`src/design/two_ended_segment_allocator_defines.svh`:
```
// Assertion macros for the two-ended segment allocator.
// Included by the RTL files that carry concurrent assertions; needs nothing else.
`ifndef TWO_ENDED_SEGMENT_ALLOCATOR_DEFINES_SVH
`define TWO_ENDED_SEGMENT_ALLOCATOR_DEFINES_SVH

// Check that a condition implies another in the same cycle
`define TESA_ASSERT_IMP(lbl, clk, rst, ante, cons) \
  lbl: assert property (@(posedge clk) disable iff (rst) (ante) |-> (cons)) \
    else $error("segment allocator assertion failed");

// Check that a condition implies another in the following cycle
`define TESA_ASSERT_NXT(lbl, clk, rst, ante, cons) \
  lbl: assert property (@(posedge clk) disable iff (rst) (ante) |=> (cons)) \
    else $error("segment allocator assertion failed");

`endif

```
`src/design/tesa_pkg.sv`:
```
// Shared widths, codes and types of the two-ended segment allocator.
// No dependencies; every file of the block but the defines header imports it.
`default_nettype none

package tesa_pkg;

  localparam int MAX_SEGMENTS_DEF = 64;
  localparam int ADDR_BITS_DEF    = 24;

  localparam int FUNC_W     = 2;
  localparam int REQ_W      = 25;
  localparam int ADDR_W     = 24;
  localparam int LEN_W      = 25;
  localparam int SIZE_W     = 26;
  localparam int ALIGN_W    = 13;
  localparam int STAT_W     = 2;
  localparam int CFG_IDX_W  = 4;
  localparam int CFG_DATA_W = 25;

  localparam logic [FUNC_W-1:0] FN_ALLOC_SYM  = 2'd0;
  localparam logic [FUNC_W-1:0] FN_ALLOC_ASYM = 2'd1;
  localparam logic [FUNC_W-1:0] FN_FREE       = 2'd2;
  localparam logic [FUNC_W-1:0] FN_QUERY      = 2'd3;

  localparam logic [STAT_W-1:0] ST_OK        = 2'd0;
  localparam logic [STAT_W-1:0] ST_NO_SPACE  = 2'd1;
  localparam logic [STAT_W-1:0] ST_NOT_FOUND = 2'd2;
  localparam logic [STAT_W-1:0] ST_NO_DESC   = 2'd3;

  localparam logic [CFG_IDX_W-1:0] CFG_ALIGN = 4'd0;
  localparam logic [CFG_IDX_W-1:0] CFG_HEAP  = 4'd1;

  localparam logic [ALIGN_W-1:0] ALIGN_RESET = 13'd8;
  localparam logic [LEN_W-1:0]   HEAP_RESET  = 25'd16777216;

  typedef struct packed {
    logic               start;
    logic [REQ_W-1:0]   dividend;
    logic [ALIGN_W-1:0] divisor;
  } rem_ctl_t;

  typedef struct packed {
    logic               done;
    logic [ALIGN_W-1:0] rem;
  } rem_stat_t;

endpackage

`default_nettype wire

```
`src/design/tesa_rem_unit.sv`:
```
// Bit-serial remainder unit: request size modulo alignment, one bit a cycle.
// Depends on tesa_pkg for rem_ctl_t and rem_stat_t.
`default_nettype none

module tesa_rem_unit import tesa_pkg::*; (
  input  wire       clk,
  input  wire       rst,
  input  rem_ctl_t  ctl,
  output rem_stat_t stat
);

  localparam int CNT_W = $clog2(REQ_W + 1);

  logic               busy;
  logic [CNT_W-1:0]   cnt;
  logic [REQ_W-1:0]   shreg;
  logic [ALIGN_W-1:0] rem;
  logic [ALIGN_W-1:0] dvs;
  logic               done;
  logic [ALIGN_W:0]   trial;

  // shift in the next dividend bit and reduce once
  always_comb begin
    trial = {rem, shreg[REQ_W-1]};
    if (trial >= {1'b0, dvs}) begin
      trial = trial - {1'b0, dvs};
    end
  end

  always_ff @(posedge clk) begin
    if (rst) begin
      busy <= 1'b0;
      done <= 1'b0;
    end else begin
      done <= 1'b0;
      if (ctl.start) begin
        busy  <= 1'b1;
        shreg <= ctl.dividend;
        dvs   <= ctl.divisor;
        rem   <= '0;
        cnt   <= CNT_W'(REQ_W);
      end else if (busy) begin
        rem   <= trial[ALIGN_W-1:0];
        shreg <= {shreg[REQ_W-2:0], 1'b0};
        cnt   <= cnt - 1'b1;
        if (cnt == CNT_W'(1)) begin
          busy <= 1'b0;
          done <= 1'b1;
        end
      end
    end
  end

  assign stat.done = done;
  assign stat.rem  = rem;

endmodule

`default_nettype wire

```
`config.mk`:
```
export PLATFORM = sky130hd
export DESIGN_NAME = tesa_rem_unit
export DESIGN_NICKNAME = d
export VERILOG_FILES = /design/src/design/two_ended_segment_allocator_defines.svh /design/src/design/tesa_pkg.sv /design/src/design/tesa_rem_unit.sv
export SDC_FILE = /design/constraint.sdc
export NUM_CORES = 1
export LEC_CHECK = 0
export BUFFER_PORTS_ARGS = -buffer_cell sky130_fd_sc_hd__clkbuf_2
export CAP_MARGIN = 0
export CORE_MARGIN = 1
export CORE_UTILIZATION = 50
export DETAILED_ROUTE_END_ITERATION = 12
export HOLD_SLACK_MARGIN = 0.1
export PLACE_DENSITY_LB_ADDON = 0.25
export SYNTH_ARGS = -nofsm -noshare
export SYNTH_HDL_FRONTEND = slang
export SYNTH_SLANG_ARGS = --single-unit
```
`constraint.sdc`:
```
create_clock -name clk -period 4.6 [get_ports clk]
set_clock_uncertainty 0.2 [all_clocks]
set_input_delay 0.92 -clock clk [delete_from_list [all_inputs] [get_ports clk]]
set_output_delay 0.92 -clock clk [all_outputs]
set_load 0.02 [all_outputs]
```
==> flow_summary.yaml <==
clock_network:
  clk_pin_slew_worst_paths_ns: 0.06
  numClockSinks: 58
  postCtsSetupBuffers: 0
  clockBufferDepth: 2
  hold_buffers: 0
  root_buffer: "clkbuf_8"
  cts_made_buffers: 9
  clock_latency_ns: 0.33
  cts_resized: 0
  cts_tree: "yes"
  cts_max_level: 3
synth:
  ys_seq_area_share_pct: 56.9
  synth_top_family_by_area: "multiplexers"
  synth_ff_type: "edfxtp_1"
  synth_largest_area_cell: "edfxtp_1"
  synth_fa_ha_area_share_pct: 6.86
  synthCells: 237
  synth_edf_count: 56
  netlist-cell-type-count: 43
  ys_warn_count: 0
  synth_nets: 294
  synth_mux_area_share_pct: 10.6
  avgSynthCellArea_um2: 12.8
  synth-seq-cells: 58
  synth_compound_area_share_pct: 9.55
  synth.cell_area_um2: 3030
  synth-async-reset-ratio_pct: 0
  synth_xor_area_share_pct: 2.89
  synth.top_cell.area_share_pct: 55.5
  synth_simple_gate_area_share_pct: 9.30
  synthTopCellsByCount: "56 x edfxtp_1, 24 x mux2_2, 18 x inv_1, 17 x nor2_1, 15 x ha_1"
  yosysMostFrequentCell: "edfxtp_1"
  synth_area_leaders: "edfxtp_1 56%, mux2_2 8.9%, ha_1 6.2%"
drt:
  antenna_left: 0
  wl_per_cell_um: 14.2
  drcViolationCount: 0
  vias_per_cell: 5.39
  vias: 2010
  drtIter0Drc: 101
  wl_um: 5290
  drtPass1Iterations: 4
run:
  max_cap_viol_count: 0
power_and_ir_drop:
  peakVddDrop_mv: 0.314
  finalPower_w: 0.00137
  powerDensity_nw_per_um2: 387
  p_leak_nw: 1.48
global_routing:
  grtUsageMet1_pct: 25.0
  met2_usage_pct: 28.8
  grt_max_degree: 41
  grt_pass1_wl_um: 8910
  grt_busiest_layer: "met2"
  gr-usage-met3_pct: 6.17
  grt.overflow.total: 0
  grtUsageTotal_pct: 18.8
  antenna_found_initial: 0
  grt_pass1_vias: 1990
critical_path:
  crit_end: "rem[4]"
  path_class: "input port to flop"
  r2r_start: "rem[10]"
  arrival_ns: 2.48
  crit_path_max_fanout: 40
  startpoint_type: "input port"
  crit_start: "ctl[38]"
  cp.required_ns: 4.40
  rr_worst_depth: 7
  reg2reg_slack_ns: 1.97
  cp-end-kind: "flop"
  r2r-end: "rem[10]"
floorplan:
  io_pins: 55
  die_area_um2: 6370
  std_cell_rows: 27
  start_util_pct: 53.4
  die_x_um: 79.8
  fp.coreArea_um2: 5680
  die_h_um: 79.8
timing:
  whs_ns: 0.298
  fmax_ghz: 0.373
  layout_min_cycle_time_ns: 2.68
  relSlewSlack_pct: 22.6
  hold_viol: 0
  setup_ws_ns: 1.92
  period_share_pct: 58.3
  setup_viol: 0
  finalSetupTns_ns: 0
  tightest_slew_ns: 1.16
  drv_slew: 0
  grt_setup_unrepaired: "false"
finish:
  antennaDiodeCount: 0
  synthToLayoutAreaGrowth_pct: 17.1
  fillers: 479
  nets: 353
  drive_gt1_share_pct: 34.6
  post-route-util_pct: 62.5
placed_design:
  gp_congestion: 0.757
  portBuffers: 54
  pre_cts_slack_ns: 1.54
  dp_hpwl_um: 3790
hold_path:
  holdCritPathClass: "flop to flop"
status:
  status: "complete, no violations"
## area by class of cell
| type | count | area (µm²) | share of cell area (%) |
|---|---|---|---|
| flip-flops and latches | 58 | 1720 | 48.5 |
| multi-input cells | 152 | 1190 | 33.7 |
| repair buffers | 56 | 285 | 8.04 |
| clock buffers | 10 | 128 | 3.60 |
| well taps | 72 | 90.1 | 2.54 |
| inverters | 19 | 71.3 | 2.01 |
| clock inverters | 6 | 57.6 | 1.62 |
## cell families after synthesis
family	count (synthesis)
xor+xnor	10
mux	29
fa+ha+maj	16
buf+inv	27
flops	58
simple gates	56
compound gates	41
## worst max-delay path: stages
cell,delay [ns]
clkbuf_2,0.09
buf_4,0.40
nor2_1,0.16
nor2_4,0.47
buf_4,0.42
## per-stage QoR
step / instances / area, µm²
3_3_place_gp: 357 / 3360
5_1_grt: 373 / 3550
4_1_cts: 373 / 3550
2_1_floorplan: 237 / 3030
3_5_place_dp: 357 / 3360
6_report: 373 / 3550
## report_power, final
| part | internal, W | switching, W | leakage (nW) |
|---|---|---|---|
| registers | 0.000632 | 0.0000199 | 0.549 |
| clock network | 0.000246 | 0.000192 | 0.0974 |
| logic | 0.000123 | 0.000158 | 0.832 |
| total | 0.00100 | 0.000371 | 1.48 |
## cell usage in the layout (no fill, tap or decap), types with 2 or more instances in the layout
cell       instances
o21ai_1            2
clkinv_2           3
a21oi_1           11
a2111oi_0          2
a2111o_1           2
o21ai_0            6
a211oi_1           2
clkbuf_8           9
o21ai_2            2
dfxtp_1            2
xnor2_1            7
mux2i_1            5
nor2_1            16
and2_1             4
a41o_2             2
a21oi_2            2
nand3_1            8
and3_1             4
a21o_1             3
nand4_1            3
inv_1             18
xor2_1             3
edfxtp_1          56
buf_4              2
clkbuf_2          54
mux2_2            24
clkinv_1           2
nor3_1             4
ha_1              15
nand2_1           11
## registers in the layout, summed over array words and instances, names as in the netlist
register	cells
busy	1
cnt	5
done	1
dvs	13
rem	13
shreg	25
## how the worst min path moves through the flow
stage,from,to,slack [ns],depth (start not counted)
floorplan,busy,done,0.25,1
global placement,busy,done,0.29,1
detailed placement,busy,done,0.28,1
CTS,busy,done,0.29,1
global route,busy,done,0.33,1
finish,busy,done,0.30,1
## routing by layer
layer	share of wire [%]	wire [µm]
met2	44	2310
met1	48	2560
met3	6.8	358
met4	1.3	70
met5	0	0
Power figures use the tool's default switching activity.
